$ cat src/idh_pkg.sv
// Shared types, constants and compare function for the indexed deadline heap.
`default_nettype none
package idh_pkg;
   localparam int DL_W      = 64;
   localparam int CPU_W     = 6;
   localparam int CPU_SPACE = 64;
   localparam int OUT_W     = 7;

   localparam logic [1:0] OP_SET    = 2'd0;
   localparam logic [1:0] OP_REMOVE = 2'd1;
   localparam logic [1:0] OP_CHECK  = 2'd2;

   localparam logic signed [OUT_W-1:0] NO_CPU = 7'h7F;

   typedef struct packed {
      logic [1:0]       op;
      logic [CPU_W-1:0] cpu;
      logic [DL_W-1:0]  deadline;
   } req_type;

   typedef struct packed {
      logic signed [OUT_W-1:0] top_cpu;
      logic [OUT_W-1:0]        entry_count;
      logic                    matched;
      logic                    ignored;
   } rsp_type;

   typedef struct packed {
      logic [DL_W-1:0]  deadline;
      logic [CPU_W-1:0] cpu;
   } entry_type;

   typedef enum logic [3:0] {
      ST_IDLE, ST_LOOKUP, ST_FETCH, ST_UP_RD, ST_UP_CMP,
      ST_DN_RD, ST_DN_CMP, ST_FINISH, ST_TOP_RD, ST_DONE
   } state_type;

   typedef enum logic [3:0] {
      ACT_NONE, ACT_CAPTURE, ACT_LOOKUP, ACT_FETCH, ACT_UP_RD, ACT_UP_CMP,
      ACT_DN_RD, ACT_DN_CMP, ACT_FINISH, ACT_TOP_RD, ACT_LOAD
   } act_type;

   typedef struct packed {
      act_type act;
   } cmd_type;

   typedef struct packed {
      logic fetch_up;
      logic fetch_down;
      logic down_after;
      logic up_at_root;
      logic up_moved;
      logic dn_leaf;
      logic dn_moved;
      logic rsp_free;
   } status_type;

   function automatic logic below(input logic [DL_W-1:0] a, input logic [DL_W-1:0] b,
                                  input logic mode);
      return mode ? (a > b) : (a < b);
   endfunction
endpackage
`default_nettype wire

$ cat src/idh_ctrl.sv
// Sequencer that steps the heap datapath through lookup, sift and response.
`default_nettype none
module idh_ctrl (
   input  wire logic               clock,
   input  wire logic               reset,
   input  wire logic               req_valid,
   output logic                    req_stall,
   input  idh_pkg::status_type     status,
   output idh_pkg::cmd_type        cmd
);
   idh_pkg::state_type state_ff, state_in;

   always_ff @(posedge clock) begin
      if (reset) begin
         state_ff <= idh_pkg::ST_IDLE;
      end else begin
         state_ff <= state_in;
      end
   end

   always_comb begin
      state_in = state_ff;
      unique case (state_ff)
         idh_pkg::ST_IDLE: begin
            if (req_valid) state_in = idh_pkg::ST_LOOKUP;
         end
         idh_pkg::ST_LOOKUP: state_in = idh_pkg::ST_FETCH;
         idh_pkg::ST_FETCH: begin
            if (status.fetch_up)        state_in = idh_pkg::ST_UP_RD;
            else if (status.fetch_down) state_in = idh_pkg::ST_DN_RD;
            else                        state_in = idh_pkg::ST_TOP_RD;
         end
         idh_pkg::ST_UP_RD: begin
            if (!status.up_at_root)     state_in = idh_pkg::ST_UP_CMP;
            else if (status.down_after) state_in = idh_pkg::ST_DN_RD;
            else                        state_in = idh_pkg::ST_FINISH;
         end
         idh_pkg::ST_UP_CMP: begin
            if (status.up_moved)        state_in = idh_pkg::ST_UP_RD;
            else if (status.down_after) state_in = idh_pkg::ST_DN_RD;
            else                        state_in = idh_pkg::ST_FINISH;
         end
         idh_pkg::ST_DN_RD: begin
            state_in = status.dn_leaf ? idh_pkg::ST_FINISH : idh_pkg::ST_DN_CMP;
         end
         idh_pkg::ST_DN_CMP: begin
            state_in = status.dn_moved ? idh_pkg::ST_DN_RD : idh_pkg::ST_FINISH;
         end
         idh_pkg::ST_FINISH: state_in = idh_pkg::ST_TOP_RD;
         idh_pkg::ST_TOP_RD: state_in = idh_pkg::ST_DONE;
         idh_pkg::ST_DONE: begin
            if (status.rsp_free) state_in = idh_pkg::ST_IDLE;
         end
         default: state_in = idh_pkg::ST_IDLE;
      endcase
   end

   always_comb begin
      req_stall = 1'b1;
      cmd.act   = idh_pkg::ACT_NONE;
      unique case (state_ff)
         idh_pkg::ST_IDLE: begin
            req_stall = 1'b0;
            if (req_valid) cmd.act = idh_pkg::ACT_CAPTURE;
         end
         idh_pkg::ST_LOOKUP: cmd.act = idh_pkg::ACT_LOOKUP;
         idh_pkg::ST_FETCH:  cmd.act = idh_pkg::ACT_FETCH;
         idh_pkg::ST_UP_RD:  cmd.act = idh_pkg::ACT_UP_RD;
         idh_pkg::ST_UP_CMP: cmd.act = idh_pkg::ACT_UP_CMP;
         idh_pkg::ST_DN_RD:  cmd.act = idh_pkg::ACT_DN_RD;
         idh_pkg::ST_DN_CMP: cmd.act = idh_pkg::ACT_DN_CMP;
         idh_pkg::ST_FINISH: cmd.act = idh_pkg::ACT_FINISH;
         idh_pkg::ST_TOP_RD: cmd.act = idh_pkg::ACT_TOP_RD;
         idh_pkg::ST_DONE: begin
            if (status.rsp_free) cmd.act = idh_pkg::ACT_LOAD;
         end
         default: cmd.act = idh_pkg::ACT_NONE;
      endcase
   end
endmodule
`default_nettype wire

$ cat config.mk
export PLATFORM = sky130hd
export DESIGN_NAME = idh_ctrl
export DESIGN_NICKNAME = d
export VERILOG_FILES = /design/src/idh_pkg.sv /design/src/idh_ctrl.sv
export SDC_FILE = /design/constraint.sdc
export NUM_CORES = 1
export LEC_CHECK = 0
export ABC_AREA = 0
export BUFFER_PORTS_ARGS = -buffer_cell sky130_fd_sc_hd__buf_2
export CORE_AREA = 2 2 39 41
export DETAILED_ROUTE_END_ITERATION = 6
export DIE_AREA = 0 0 41 43
export PLACE_DENSITY_LB_ADDON = 0.1
export SLEW_MARGIN = 15
export SYNTH_ARGS = -nofsm -noshare
export SYNTH_HDL_FRONTEND = slang
export SYNTH_SLANG_ARGS = --single-unit
$ cat constraint.sdc
create_clock -name clock -period 2.3 [get_ports clock]
set_input_delay 0.345 -clock clock [delete_from_list [all_inputs] [get_ports clock]]
set_output_delay 0.345 -clock clock [all_outputs]
set_load 0.03 [all_outputs]
==> results_dict.tcl, run 1 <==
set metrics [dict create \
    outcome "finished clean" \
    crit_chain "or2_1, a21o_2, o21ai_0, buf_2" \
    cts.sinks 4 \
    setup_ws_ns 0.443 \
    whs_ns 0.333 \
    post-route-period-util_pct 80.7 \
    cp_slowest_cell "dfxtp_1" \
    setup_viol 0 \
    hold_violations 0 \
    ys_types 31 \
    io_pins 16 \
    numCtsBuffers 3 \
    reg_top3 "state_ff (4)" \
    ff_latch_area_sq_um 80.1 \
    htreeDepth 1 \
    critPathCaptureType "primary output" \
    grt_pass1_wl_microns 1640 \
    cp_data_arrival_time_ns 1.51 \
    post-route-drc-count 0 \
    period_minus_slack_ns 1.86 \
    tightest_slew_ns 0.398 \
    clock_skew_ns 0.00355 \
    hp-start "reset" \
    leakage_nw 0.238 \
    grt-ovfl-total 0 \
    yosysWarnings 0 \
    drt_iter0_drc 7 \
    cts_setup_buffers 0 \
    critPathKind "flop to primary output" \
    synth.net_count 68 \
    dr.pass1.iters 3 \
    cts_hold_buf 0 \
    syn_inst 57 \
    synth_seq_cells 4 \
    cpPeakStageDelay_ns 0.42 \
    hp-class "input pin to flop" \
    drive_gt1_share_pct 38.0 \
    core_area_sq_mm 0.00138 \
    top_register "state_ff" \
    largest_register_ffs 4 \
    internal-power_mw 0.284 \
    r2r_start "state_ff[2]" \
    vias 460 \
    synth_edf_count 0 \
    cts_tree "yes" \
    detailed_place_hpwl_microns 779 \
    fillers 151 \
    synthArstFlopShare_pct 0 \
    cts_resized 0 \
    syn_avg_cell_area_sq_um 7.40 \
    critPathMaxFanout 14 \
    crit_required_ns 1.96 \
    ir_drop_uv 402 \
    drtAntennaViolNets 0 \
    areaGrowthSynthToFinish_pct 19.9 \
    pwr-share-clk_pct 15.1 \
    rsz0062_at_grt "no" \
    dieArea_sq_mm 0.00176 \
    yosysSeqAreaShare_pct 19.0 \
    die_w_microns 41 \
    cts.clk_slew.worst_paths_ns 0.04 \
    grt_max_degree 15 \
    port-buffer-count 15 \
    vias_per_cell 5.29 \
    rows 14 \
    dp_worst_setup_slack_ns 0.710 \
    synth_flop_cell "dfxtp_1" \
    maxCapViolCount 0 \
    grt_usage_pct 14.0 \
    wire_per_inst_microns 11.8 \
    relSlewSlack_pct 73.5 \
    slew_viol_final 0 \
    swShare_pct 50.1 \
    p_seq_share_pct 25.2 \
    start_kind "flop" \
    fmax_ghz 0.539 \
    synth_area_sq_um 422 \
    clock_path_buffers 2 \
    root_buffer "clkbuf_4" \
    clk_latency_ns 0.23 \
    final_nets 84 \
    start_util_pct 30.5 \
    antenna_cells 0 \
    p_sw_mw 0.285 \
    die_y_microns 43 \
    gp_congestion 0.729 \
    grt_pass1_vias 388 \
    antenna_found_initial 0 \
    routed_wl_microns 1030 \
    setup_tns_ns 0 \
    multi_input_comb_area_sq_um 297 \
    power_frac_comb_pct 59.7 \
    startpoint "state_ff[2]" \
    power_density_mw_per_mm2 1120 \
]
## worst max-delay path: cells and delay by family, from the launching register on
family / cells / cell delay, ns
AO/OA/AOI/OAI: 2 / 0.32
buffers and inverters: 1 / 0.22
flip-flops: 1 / 0.42
AND/OR/NAND/NOR: 1 / 0.32
## Yosys cell counts, types with 2 or more instances
master	number	area share (%)
nand2_1	6	5.3
nor2_1	5	4.5
a21oi_1	4	4.7
dfxtp_1	4	19
and2b_2	3	6.2
buf_4	3	5.3
inv_1	3	2.7
o21ai_0	3	3.6
a21o_2	2	4.2
a31oi_1	2	3.0
or2_1	2	3.0
## layout by cell type (no fill, tap or decap)
| cell | instances |
|---|---|
| nor2_1 | 5 |
| a31oi_1 | 2 |
| nand2_1 | 6 |
| clkbuf_4 | 3 |
| o2bb2ai_1 | 1 |
| and3b_1 | 1 |
| o21ai_0 | 3 |
| o22ai_1 | 1 |
| and3_1 | 1 |
| nand3_1 | 1 |
| a21oi_2 | 1 |
| o21ai_1 | 1 |
| dfxtp_1 | 4 |
| and2b_2 | 3 |
| a21o_1 | 1 |
| a21oi_1 | 4 |
| nand3b_1 | 1 |
| nand4b_1 | 1 |
| o311a_2 | 1 |
| nor3b_1 | 1 |
| o211a_1 | 1 |
| or3b_4 | 1 |
| inv_1 | 3 |
| a211oi_1 | 1 |
| nand2b_1 | 1 |
| or2_1 | 2 |
| buf_2 | 15 |
| a211oi_2 | 1 |
| nor3_1 | 1 |
| o21bai_1 | 1 |
| a21o_2 | 2 |
## layer usage
metal,track usage [%],part of all wire [%],up-vias
met1,18.6,44,211
met5,0,0,-
met2,18.8,49,13
met3,6.81,6.8,0
met4,6.00,0,0
li1,-,-,236
## power groups by stage
| stage | clock, mW | combinational [mW] | sequential, mW |
|---|---|---|---|
| after floorplan | 0 | 0.327 | 0.0976 |
| after global placement | 0 | 0.346 | 0.144 |
| after detailed placement | 0 | 0.342 | 0.142 |
| after CTS | 0.0890 | 0.344 | 0.141 |
| after global routing | 0.0960 | 0.370 | 0.150 |
| final | 0.0857 | 0.339 | 0.144 |
## area by class of cell
| class | instances | area share [%] |
|---|---|---|
| multi-input cells | 46 | 58.7 |
| flip-flops and latches | 4 | 15.8 |
| well taps | 16 | 3.96 |
| repair buffers | 15 | 14.9 |
| clock buffers | 3 | 4.46 |
| inverters | 3 | 2.23 |
## final timing paths
check | slack, ns | to | cells past startpoint
max reg2reg | 0.81 | state_ff[0] | 4
min reg2reg | 0.64 | state_ff[3] | 2
max | 0.44 | cmd[3] | 4
min | 0.33 | state_ff[1] | 2
## kinds of logic (layout without fill, tap and decap cells)
group	after synthesis	count (layout)	share of synthesized area (%)
flops	4	4	19.0
simple gates	25	25	34.7
compound gates	21	21	35.6
buf+inv	7	21	10.7
## per-stage QoR
stage / utilization (%) / total power [mW] / instances / instance area [sq um]
after floorplan: - / 0.425 / 57 / 422
after global placement: 34.9 / 0.490 / 84 / 483
after detailed placement: 34.9 / 0.484 / 84 / 483
after CTS: 36.5 / 0.573 / 87 / 505
after global routing: 36.5 / 0.616 / 87 / 505
final: 36.5 / 0.569 / 87 / 505
Power figures use the tool's default switching activity.
==> run 2, diff against run 1 <==
==> constraint.sdc (replaced) <==
create_clock -name clock -period 1.9 [get_ports clock]
set_input_delay 0.285 -clock clock [delete_from_list [all_inputs] [get_ports clock]]
set_output_delay 0.285 -clock clock [all_outputs]
set_load 0.03 [all_outputs]
==> results_dict.tcl, run 2 (same netlist as run 1, synthesis figures left out) <==
set metrics [dict create \
    whs_path_depth 2 \
    mostFrequentLayoutCells "15 x buf_2, 6 x nand2_1, 5 x nor2_1" \
    hold_violations 0 \
    leakage_nw 0.238 \
    ff2ff_path_depth 4 \
    dp_cells 84 \
    routed_wl_microns 1030 \
    cp_data_arrival_time_ns 1.48 \
    critPathMaxFanout 11 \
    gp_congestion 0.729 \
    ff_latch_area_sq_um 81.3 \
    vias 460 \
    clock_skew_ns 0.00355 \
    fillers 150 \
    setup_tns_ns 0 \
    drtAntennaViolNets 0 \
    grt-ovfl-total 0 \
    critPathKind "flop to primary output" \
    final_common_cell "buf_2" \
    hp-start "reset" \
    ir_drop_uv 487 \
    numCtsBuffers 3 \
    post-route-period-util_pct 93.0 \
    clock_path_buffers 2 \
    placement.cell_area_sq_um 483 \
    port-buffer-count 15 \
    antenna_cells 0 \
    die_w_microns 41 \
    power_mw 0.689 \
    finalNonFillerCells 87 \
    top_register "state_ff" \
    wire_per_inst_microns 11.8 \
    areaGrowthSynthToFinish_pct 20.2 \
    crit_required_ns 1.62 \
    start_kind "flop" \
    grt_usage_pct 14.0 \
    core_area_sq_mm 0.00138 \
    setup_viol 0 \
    grt_max_degree 15 \
    rows 14 \
    grt_pass1_wl_microns 1640 \
    drive_gt1_share_pct 39.4 \
    cts_hold_buf 0 \
    relSlewSlack_pct 73.9 \
    maxCapViolCount 0 \
    largest_register_ffs 4 \
    root_buffer "clkbuf_4" \
    multi_input_comb_area_sq_um 297 \
    reg_top3 "state_ff (4)" \
    slew_viol_final 0 \
    antenna_found_initial 0 \
    detailed_place_hpwl_microns 779 \
    fmax_ghz 0.566 \
    tightest_slew_ns 0.391 \
    clk_latency_ns 0.23 \
    cts.sinks 4 \
    dr.pass1.iters 3 \
    cts_tree "yes" \
    rsz0062_at_grt "no" \
    hp-class "input pin to flop" \
    startpoint "state_ff[0]" \
    grt_pass1_vias 388 \
    htreeDepth 1 \
    cts_setup_buffers 0 \
    io_pins 16 \
    vias_per_cell 5.29 \
    dieArea_sq_mm 0.00176 \
    power_density_mw_per_mm2 1360 \
    final_area_sq_um 507 \
    r2r_slack_ns 0.48 \
    die_y_microns 43 \
    critPathCaptureType "primary output" \
    final_nets 84 \
    cts.clk_slew.worst_paths_ns 0.04 \
    outcome "finished clean" \
    worstReg2RegEnd "state_ff[0]" \
    drt_iter0_drc 7 \
    period_minus_slack_ns 1.77 \
    hold_end "state_ff[2]" \
    r2r_start "state_ff[3]" \
    start_util_pct 30.5 \
    post-route-drc-count 0 \
]
-- run 2: cell counts in the layout (fill, tap and decap cells not counted) --
Identical to the previous run, type by type.
-- run 2: area by class of cell --
class                           instances  share of cell area (%)
Clock buffer                            3                    4.44
Inverter                                3                    2.22
Timing Repair Buffer                   15                    14.8
Multi-Input combinational cell         46                    58.5
Sequential cell                         4                    16.0
Tap cell                               16                    3.95
-- run 2: worst max-delay path, stage by stage, from the launching register on --
cell,delay (ns)
dfxtp_1,0.53
nand2_1,0.11
or2_1,0.25
a21oi_1,0.15
buf_2,0.21
-- run 2: worst max-delay path by stage --
stage / to / slack, ns
2_1_floorplan: cmd[3] / 0.09
3_3_place_gp: cmd[3] / 0.37
3_5_place_dp: cmd[3] / 0.37
4_1_cts: cmd[3] / 0.10
5_1_grt: cmd[0] / 0.03
6_report: cmd[2] / 0.13
-- run 2: report_power, final --
part | total (mW) | switching (mW) | internal, mW
clock | 0.104 | 0.0332 | 0.0705
combinational | 0.411 | 0.245 | 0.165
sequential | 0.175 | 0.0661 | 0.109
total | 0.689 | 0.345 | 0.345
-- run 2: repair_timing --
item	CTS	global route
resized for setup	0	1
setup endpoints to repair	0	2
endpoints found under the hold margin	0	0
-- run 2: metrics by stage --
stage                     hold slack [ns]  setup WS, ns  util [%]
final                               0.267         0.133      36.6
after global placement              0.514         0.366      34.9
after floorplan                     0.354        0.0852         -
after global routing                0.271        0.0316      36.6
after detailed placement            0.512         0.370      34.9
after CTS                           0.265         0.104      36.5
-- run 2: metal layers --
layer / track usage [%] / vias to the layer above / part of all wire [%]
met1: 18.6 / 211 / 44
met3: 6.81 / 0 / 6.8
li1: - / 236 / -
met4: 6.00 / 0 / 0
met5: 0 / - / 0
met2: 18.8 / 13 / 49
==> run 3, diff against run 2 <==
--- a/config.mk
+++ b/config.mk
@@ -10,7 +10,7 @@
 export CORE_AREA = 2 2 39 41
 export DETAILED_ROUTE_END_ITERATION = 6
 export DIE_AREA = 0 0 41 43
-export PLACE_DENSITY_LB_ADDON = 0.1
+export PLACE_DENSITY = 0.56
 export SLEW_MARGIN = 15
 export SYNTH_ARGS = -nofsm -noshare
 export SYNTH_HDL_FRONTEND = slang
==> constraint.sdc (replaced) <==
create_clock -name clock -period 1.9 [get_ports clock]
set_input_delay 0.285 -clock clock [delete_from_list [all_inputs] [get_ports clock]]
set_output_delay 0.285 -clock clock [all_outputs]
set_load 0.005 [all_outputs]
==> results_dict.tcl, run 3 (same netlist as run 1, synthesis figures left out) <==
set metrics [dict create \
    outcome "finished clean" \
    io_pins 16 \
    dr.pass1.iters 4 \
    power_density_mw_per_mm2 1150 \
    dieArea_sq_mm 0.00176 \
    setup_tns_ns 0 \
    vias 458 \
    cts.sinks 4 \
    numCtsBuffers 3 \
    drt_iter0_drc 10 \
    r2r_start "state_ff[2]" \
    critPathKind "flop to primary output" \
    vias_per_cell 5.20 \
    cts_hold_buf 0 \
    routed_wl_microns 1010 \
    hp-start "reset" \
    core_area_sq_mm 0.00138 \
    tightest_slew_ns 0.385 \
    r2r_slack_ns 0.47 \
    clk_latency_ns 0.23 \
    htreeDepth 1 \
    grt_max_degree 15 \
    cts_tree "yes" \
    placement.cell_area_sq_um 490 \
    hold_end "state_ff[1]" \
    drive_gt1_share_pct 38.9 \
    hold_violations 0 \
    finalNonFillerCells 88 \
    post-route-drc-count 0 \
    rsz0062_at_grt "no" \
    whs_path_depth 2 \
    top_register "state_ff" \
    final_area_sq_um 513 \
    die_y_microns 43 \
    wire_per_inst_microns 11.5 \
    grt-ovfl-total 0 \
    final_nets 85 \
    critPathCaptureType "primary output" \
    mostFrequentLayoutCells "15 x buf_2, 6 x nand2_1, 5 x nor2_1" \
    cp_data_arrival_time_ns 1.41 \
    detailed_place_hpwl_microns 806 \
    rows 14 \
    dp_cells 85 \
    fmax_ghz 0.590 \
    cts_setup_buffers 0 \
    grt_usage_pct 14.3 \
    maxCapViolCount 0 \
    worstReg2RegEnd "state_ff[0]" \
    final_common_cell "buf_2" \
    fillers 157 \
    port-buffer-count 15 \
    busiest_layer "met1" \
    gp_congestion 0.806 \
    slew_viol_final 0 \
    setup_ws_ns 0.205 \
    root_buffer "clkbuf_4" \
    dp_worst_setup_slack_ns 0.455 \
    drtAntennaViolNets 0 \
    post-route-period-util_pct 89.2 \
    antenna_found_initial 0 \
    cts.clk_slew.worst_paths_ns 0.04 \
    antenna_cells 0 \
    gr-usage-met1_pct 19.9 \
    leakage_nw 0.243 \
    reg_top3 "state_ff (4)" \
    met2_usage_pct 19.1 \
    period_minus_slack_ns 1.70 \
    grt_pass1_vias 406 \
    setup_viol 0 \
    grt_pass1_wl_microns 1720 \
    areaGrowthSynthToFinish_pct 21.7 \
    met3_usage_pct 4.71 \
    critPathMaxFanout 14 \
    die_w_microns 41 \
    clock_path_buffers 2 \
    crit_required_ns 1.62 \
    start_kind "flop" \
    clock_skew_ns 0.00316 \
    hp-class "input pin to flop" \
    cts_resized 0 \
    relSlewSlack_pct 74.3 \
    largest_register_ffs 4 \
    start_util_pct 30.5 \
    ir_drop_uv 508 \
    ff2ff_path_depth 4 \
]
## run 3: changes by cell type in the layout (fill, tap and decap cells not counted), sizes merged
cell,delta
buf,+1
## run 3: where the power goes
| part | internal (mW) | switching, mW |
|---|---|---|
| Clock | 0.0705 | 0.0327 |
| Sequential | 0.108 | 0.0598 |
| Combinational | 0.166 | 0.151 |
## run 3: metrics by stage
stage | power, mW | utilization (%) | hold slack, ns
2_1_floorplan | 0.413 | - | 0.354
3_3_place_gp | 0.489 | 35.4 | 0.513
3_5_place_dp | 0.486 | 35.4 | 0.517
4_1_cts | 0.596 | 37.1 | 0.268
5_1_grt | 0.642 | 37.1 | 0.278
6_report | 0.588 | 37.1 | 0.275
## run 3: layout make-up
| cell class | instances | area, sq um | share of cell area, % |
|---|---|---|---|
| repair buffers | 16 | 82.6 | 16.1 |
| multi-input cells | 46 | 297 | 57.8 |
| well taps | 16 | 20.0 | 3.90 |
| flip-flops and latches | 4 | 80.1 | 15.6 |
| clock buffers | 3 | 22.5 | 4.39 |
| inverters | 3 | 11.3 | 2.20 |
## run 3: worst max path at each step
stage / from / to / slack (ns) / cells past startpoint
global route: state_ff[2] / cmd[0] / 0.09 / 4
CTS: state_ff[2] / cmd[3] / 0.20 / 4
floorplan: state_ff[1] / cmd[3] / 0.60 / 4
detailed placement: state_ff[2] / cmd[3] / 0.46 / 4
global placement: state_ff[2] / cmd[3] / 0.46 / 4
finish: state_ff[2] / cmd[3] / 0.20 / 4
## run 3: critical path, cell delays in order, from the launching register on
cell and delay [ns]:
dfxtp_1 0.41, or2_1 0.32, a21o_2 0.19, o21ai_0 0.13, buf_2 0.13
## run 3: layer usage
layer	wire (microns)	vias up
li1	-	238
met2	455	10
met4	27	0
met5	0	-
met1	484	206
met3	44	4
